## src/hdl/bptc_pkg.sv

```systemverilog
// ----------------------------------------------------------------------------
// bptc_pkg
// Shared types, constants and arithmetic helpers for the barometer
// temperature/pressure compensation pipeline.
// ----------------------------------------------------------------------------
package bptc_pkg;

  localparam int ADC_W    = 20;
  localparam int ADC_BITS = 20;
  localparam logic [ADC_W-1:0] ADC_KEEP =
    ADC_W'(((1 << ADC_W) - 1) & ~((1 << (ADC_W - ADC_BITS)) - 1));

  localparam int TEMP_STAGES = 5;
  localparam int PRE_STAGES  = 5;
  localparam int DIV_STEPS   = 2;
  localparam int DIV_STAGES  = 64 / DIV_STEPS;
  localparam int POST_STAGES = 5;
  localparam int LATENCY     = TEMP_STAGES + PRE_STAGES + 1 + DIV_STAGES + POST_STAGES;

  typedef enum logic [1:0] {
    CFG_TEMP    = 2'd0,
    CFG_PRESS_A = 2'd1,
    CFG_PRESS_B = 2'd2,
    CFG_PRESS_C = 2'd3
  } cfg_idx_t;

  typedef struct packed {
    logic        [15:0] t1;
    logic signed [15:0] t2;
    logic signed [15:0] t3;
    logic        [15:0] p1;
    logic signed [15:0] p2;
    logic signed [15:0] p3;
    logic signed [15:0] p4;
    logic signed [15:0] p5;
    logic signed [15:0] p6;
    logic signed [15:0] p7;
    logic signed [15:0] p8;
    logic signed [15:0] p9;
  } cal_t;

  // temperature stage -> pressure front end
  typedef struct packed {
    logic              vld;
    logic [31:0]       temp_centi;
    logic [31:0]       fine;
    logic signed [32:0] x1;
    logic [ADC_W-1:0]  adc_press;
  } tp_t;

  // pressure front end -> divider
  typedef struct packed {
    logic        vld;
    logic [31:0] temp_centi;
    logic [31:0] fine;
    logic        invalid;
    logic [63:0] num;
    logic [63:0] den;
  } div_in_t;

  // divider -> pressure back end
  typedef struct packed {
    logic        vld;
    logic [31:0] temp_centi;
    logic [31:0] fine;
    logic        invalid;
    logic        neg;
    logic [63:0] quo;
  } div_out_t;

  typedef struct packed {
    logic        vld;
    logic [31:0] temp_centi;
    logic [31:0] fine;
    logic [31:0] press;
    logic        invalid;
  } res_t;

  function automatic logic signed [16:0] sx17(input logic signed [15:0] v);
    return $signed({v[15], v});
  endfunction

  // low 64 bits of a 64-bit word times a 17-bit signed value, two partial products
  function automatic logic [63:0] mul64s17(input logic [63:0] a,
                                           input logic signed [16:0] s);
    logic signed [49:0] lo;
    logic signed [48:0] hi;
    lo = $signed({1'b0, a[31:0]}) * s;
    hi = $signed(a[63:32]) * s;
    return 64'(lo) + {hi[31:0], 32'd0};
  endfunction

endpackage

```

## src/hdl/bptc_temp.sv

```systemverilog
// ----------------------------------------------------------------------------
// bptc_temp
// Temperature compensation pipeline, 32-bit wrapping arithmetic, five stages.
// ----------------------------------------------------------------------------
module bptc_temp import bptc_pkg::*; (
  input  logic             clk,
  input  logic             rst_n,
  input  logic             in_vld,
  input  logic [ADC_W-1:0] adc_temp,
  input  logic [ADC_W-1:0] adc_press,
  input  cal_t             cal,
  output tp_t              tp
);

  typedef struct packed {
    logic             vld;
    logic [31:0]      a;
    logic [31:0]      b;
    logic [ADC_W-1:0] ap;
  } st_t;

  st_t s1_r, s1_nxt, s2_r, s2_nxt, s3_r, s3_nxt, s4_r, s4_nxt;
  tp_t s5_r, s5_nxt;

  logic [ADC_W-1:0] at;
  logic [31:0]      t2x, t3x, f5;

  always_comb begin
    at  = adc_temp & ADC_KEEP;
    t2x = 32'(cal.t2);
    t3x = 32'(cal.t3);

    s1_nxt.vld = in_vld;
    s1_nxt.a   = {15'd0, at[19:3]} - {15'd0, cal.t1, 1'b0};
    s1_nxt.b   = {16'd0, at[19:4]} - {16'd0, cal.t1};
    s1_nxt.ap  = adc_press & ADC_KEEP;

    s2_nxt     = s1_r;
    s2_nxt.a   = s1_r.a * t2x;
    s2_nxt.b   = s1_r.b * s1_r.b;

    s3_nxt     = s2_r;
    s3_nxt.a   = 32'($signed(s2_r.a) >>> 11);
    s3_nxt.b   = 32'($signed(s2_r.b) >>> 12) * t3x;

    s4_nxt     = s3_r;
    s4_nxt.a   = s3_r.a + 32'($signed(s3_r.b) >>> 14);

    f5                = (s4_r.a << 2) + s4_r.a + 32'd128;
    s5_nxt.vld        = s4_r.vld;
    s5_nxt.fine       = s4_r.a;
    s5_nxt.temp_centi = 32'($signed(f5) >>> 8);
    s5_nxt.x1         = $signed({s4_r.a[31], s4_r.a} - 33'd128000);
    s5_nxt.adc_press  = s4_r.ap;
  end

  always_ff @(posedge clk) begin
    if (!rst_n) begin
      s1_r.vld <= 1'b0;
      s2_r.vld <= 1'b0;
      s3_r.vld <= 1'b0;
      s4_r.vld <= 1'b0;
      s5_r.vld <= 1'b0;
    end else begin
      s1_r <= s1_nxt;
      s2_r <= s2_nxt;
      s3_r <= s3_nxt;
      s4_r <= s4_nxt;
      s5_r <= s5_nxt;
    end
  end

  assign tp = s5_r;

endmodule

```

## config.mk

```make
export PLATFORM = sky130hd
export DESIGN_NAME = bptc_temp
export DESIGN_NICKNAME = d
export VERILOG_FILES = /design/src/hdl/bptc_pkg.sv /design/src/hdl/bptc_temp.sv
export SDC_FILE = /design/constraint.sdc
export NUM_CORES = 2
export LEC_CHECK = 0
export BUFFER_PORTS_ARGS = -buffer_cell sky130_fd_sc_hd__buf_2
export CORE_ASPECT_RATIO = 1.2
export CORE_MARGIN = 2
export CORE_UTILIZATION = 55
export DETAILED_ROUTE_END_ITERATION = 16
export HOLD_SLACK_MARGIN = 0.02
export PLACE_DENSITY = 0.79
export REMOVE_ABC_BUFFERS = 1
export SYNTH_ARGS = -nofsm -noshare
export SYNTH_HDL_FRONTEND = slang
export SYNTH_SLANG_ARGS = --single-unit
export TNS_END_PERCENT = 20
```

## constraint.sdc

```tcl
create_clock -name clk -period 9.3 [get_ports clk]
set_input_delay 0 -clock clk [delete_from_list [all_inputs] [get_ports clk]]
set_output_delay 0 -clock clk [all_outputs]
set_load 0.05 [all_outputs]
```

==> results by group <==
Critical path
  • Req. time, crit path: 9.66 ns
  • Crit-path most repeated cell: fa_1
  • Worst path max stage delay: 0.86 ns
  • CP Launch Type: flip-flop
  • WP data arrival: 8.24 ns
  • CP max stage cell: edfxtp_1
  • Worst-path fanout max: 20
  • WP buf/inv: 6
  • CP Capture Type: flip-flop
  • WS Path Type: reg -> reg
  • Largest delay share family, worst path: adder cells

Yosys
  • Synth top area cells: fa_1 (40%), edfxtp_1 (19%), ha_1 (10%)
  • Yosys top cell area share: 0.3988
  • Asr flop ratio synth: 0
  • YS warnings: 0
  • Netlist Area Pre-Place: 43,220 sq um
  • EDFF count, synth: 279
  • Leading area contributor after synthesis: fa_1
  • Ys flop type: edfxtp_1
  • Distinct cells, synth: 78
  • Synth Instances: 4,142
  • Avg Inst Size Synth: 10.44 sq um
  • Post-synthesis sequential area ratio: 0.1961
  • Yosys reg bits: 284

STA
  • Max-slew violations: 0
  • Worst slew pin tran: 1.139 ns
  • Unrepaired setup endpoints after global routing: false
  • Layout Skew: 0.02569 ns
  • Slew headroom: 0.2211
  • Fmax: 126.8 MHz
  • Minimum clock period: 7.885 ns
  • Final period utilization: 0.8479
  • Endpoints failing setup: 0
  • Final hold viol count: 0
  • Setup TNS: 0 ns

Global routing
  • First-pass GRT wire length: 154,800 um
  • Initial antenna violation count: 3
  • Vias in the first global route: 31,540
  • Largest net degree at the start of global routing: 137
  • Gr ovfl total: 0
  • All-layer global routing usage: 0.2400

Finish
  • Final nets: 5,730
  • Share of cells above drive strength 1: 0.07113
  • ANT cells: 0
  • Most frequent cells in the layout: inv_1 (1,018), fa_1 (861), nand2_1 (436)
  • Area delta synth->final: 7.480%
  • Most common cell after layout, fill and taps aside: inv_1

Status
  • Status: completed

Floorplan
  • Core footprint: 77,770 sq um
  • Die area: 80,860 sq um
  • IO Count: 353
  • Starting Density: 0.5557
  • DIE HEIGHT: 311.1 um
  • # rows: 112
  • Die X: 259.9 um

Place
  • GPL Wtd Cong: 0.8574
  • Port Buf Inserts: 205
  • Hpwl dp: 72,900 um

Drt
  • DRC Markers: 0
  • 1st-iter DRT viols: 1,753
  • TritonRoute pass-1 iters: 5
  • Post-DR vias/cell: 5.349
  • Post-route ant nets: 0
  • Final wirelength: 92,170 um
  • Post-DR wirelength/cell: 17.30 um
  • Vias: 28,500

CTS
  • CTS root buf: clkbuf_16
  • Clock sinks: 284
  • Setup bufs post-CTS: 0
  • Max H-tree Level: 1
  • Clk pin slew, worst setup/hold paths: 0.07 ns
  • CTS tree: built
  • Num CTS Buffers: 30
  • Worst-Skew Late Latency: 0.62 ns
  • Clock Tree Buf Depth: 3

Job
  • Number of max-cap violations: 0

Worst hold path
  • Hold WC Path Type: in -> reg
through the flow:
step | cells | hold slack [ns] | utilization | area, sq um | setup slack (ns)
detailed placement | 5218 | 0.1781 | 0.5772 | 44890 | 1.467
floorplan | 3967 | 0.09887 | - | 42420 | 1.887
CTS | 5328 | 0.02487 | 0.5973 | 46460 | 1.444
global route | 5328 | 0.07436 | 0.5973 | 46460 | 1.021
finish | 5328 | 0.04124 | 0.5973 | 46460 | 1.415
global placement | 5218 | 0.1768 | 0.5772 | 44890 | 1.530
registers in the layout, summed over array words and instances (netlist names):
name / cells
tp: 80
s2_r: 62
s3_r: 60
s4_r: 43
s1_r: 39
cell families (layout without fill, tap and decap cells):
kind of cell | after synthesis | after routing | synth area share
flops | 284 | 284 | 0.1962
compound gates | 250 | 250 | 0.04003
xor+xnor | 194 | 194 | 0.03983
buf+inv | 1193 | 1353 | 0.1070
fa+ha+maj | 1217 | 1217 | 0.5018
mux | 3 | 3 | 0.0007237
simple gates | 1001 | 1001 | 0.1145
final timing paths:
| path | end | from | depth (start not counted) | slack [ns] |
|---|---|---|---|---|
| max reg2reg | s2_r[51]$_DFFE_PP_ | s1_r[57]$_DFFE_PP_ | 26 | 1.41 |
| max | s2_r[51]$_DFFE_PP_ | s1_r[57]$_DFFE_PP_ | 26 | 1.41 |
| min reg2reg | s3_r[65]$_DFFE_PP_ | s2_r[76]$_DFFE_PP_ | 0 | 0.41 |
| min | tp[95]$_DFFE_PP_ | rst_n | 1 | 0.04 |
cells in the mapped netlist (all sizes together) (31+ instances only):
cell type,number
ha,356
a21o,37
buf,44
clkbuf,131
xor2,57
edfxtp,279
fa,861
xnor2,137
nor2,96
nand2,436
nand2b,31
and2,310
inv,1018
o21ai,42
a21oi,64
routing by layer:
layer,share of wire,global-route usage,vias up
met5,0.00040,0,-
met4,0.052,0.1110,6
met3,0.055,0.02444,290
met2,0.52,0.4266,962
met1,0.37,0.2925,14530
li1,-,-,12720
worst register-to-register path, cell delays in order, from the launching register on:
cell	delay (ns)
edfxtp_1	0.86
nand2_1	0.18
fa_1	0.57
inv_1	0.05
ha_1	0.30
xor2_1	0.18
fa_1	0.53
inv_1	0.05
fa_1	0.54
inv_1	0.06
fa_1	0.49
inv_1	0.05
fa_1	0.53
inv_1	0.05
fa_1	0.39
fa_1	0.41
ha_1	0.37
a21o_1	0.20
a21o_1	0.16
a21o_1	0.18
o21ai_0	0.23
inv_1	0.09
a311oi_2	0.42
o211ai_1	0.21
a31o_2	0.29
a21oi_2	0.15
xnor2_1	0.07
layout make-up:
cell class / instances / area (sq um)
fillers: 6156 / 31320
multi-input cells: 2665 / 30120
flip-flops and latches: 284 / 8478
inverters: 1018 / 3821
repair buffers: 279 / 1727
well taps: 1026 / 1284
clock buffers: 37 / 787.0
clock inverters: 19 / 237.7
repair_timing:
item                      in CTS  in global routing
resized for setup              0                  0
hold buffers                  54                  0
hold endpoints to repair      36                  0
Power is left out: the tool's default activity adds up to more than one toggle a clock period on the data nets, which glitch-free logic cannot reach.
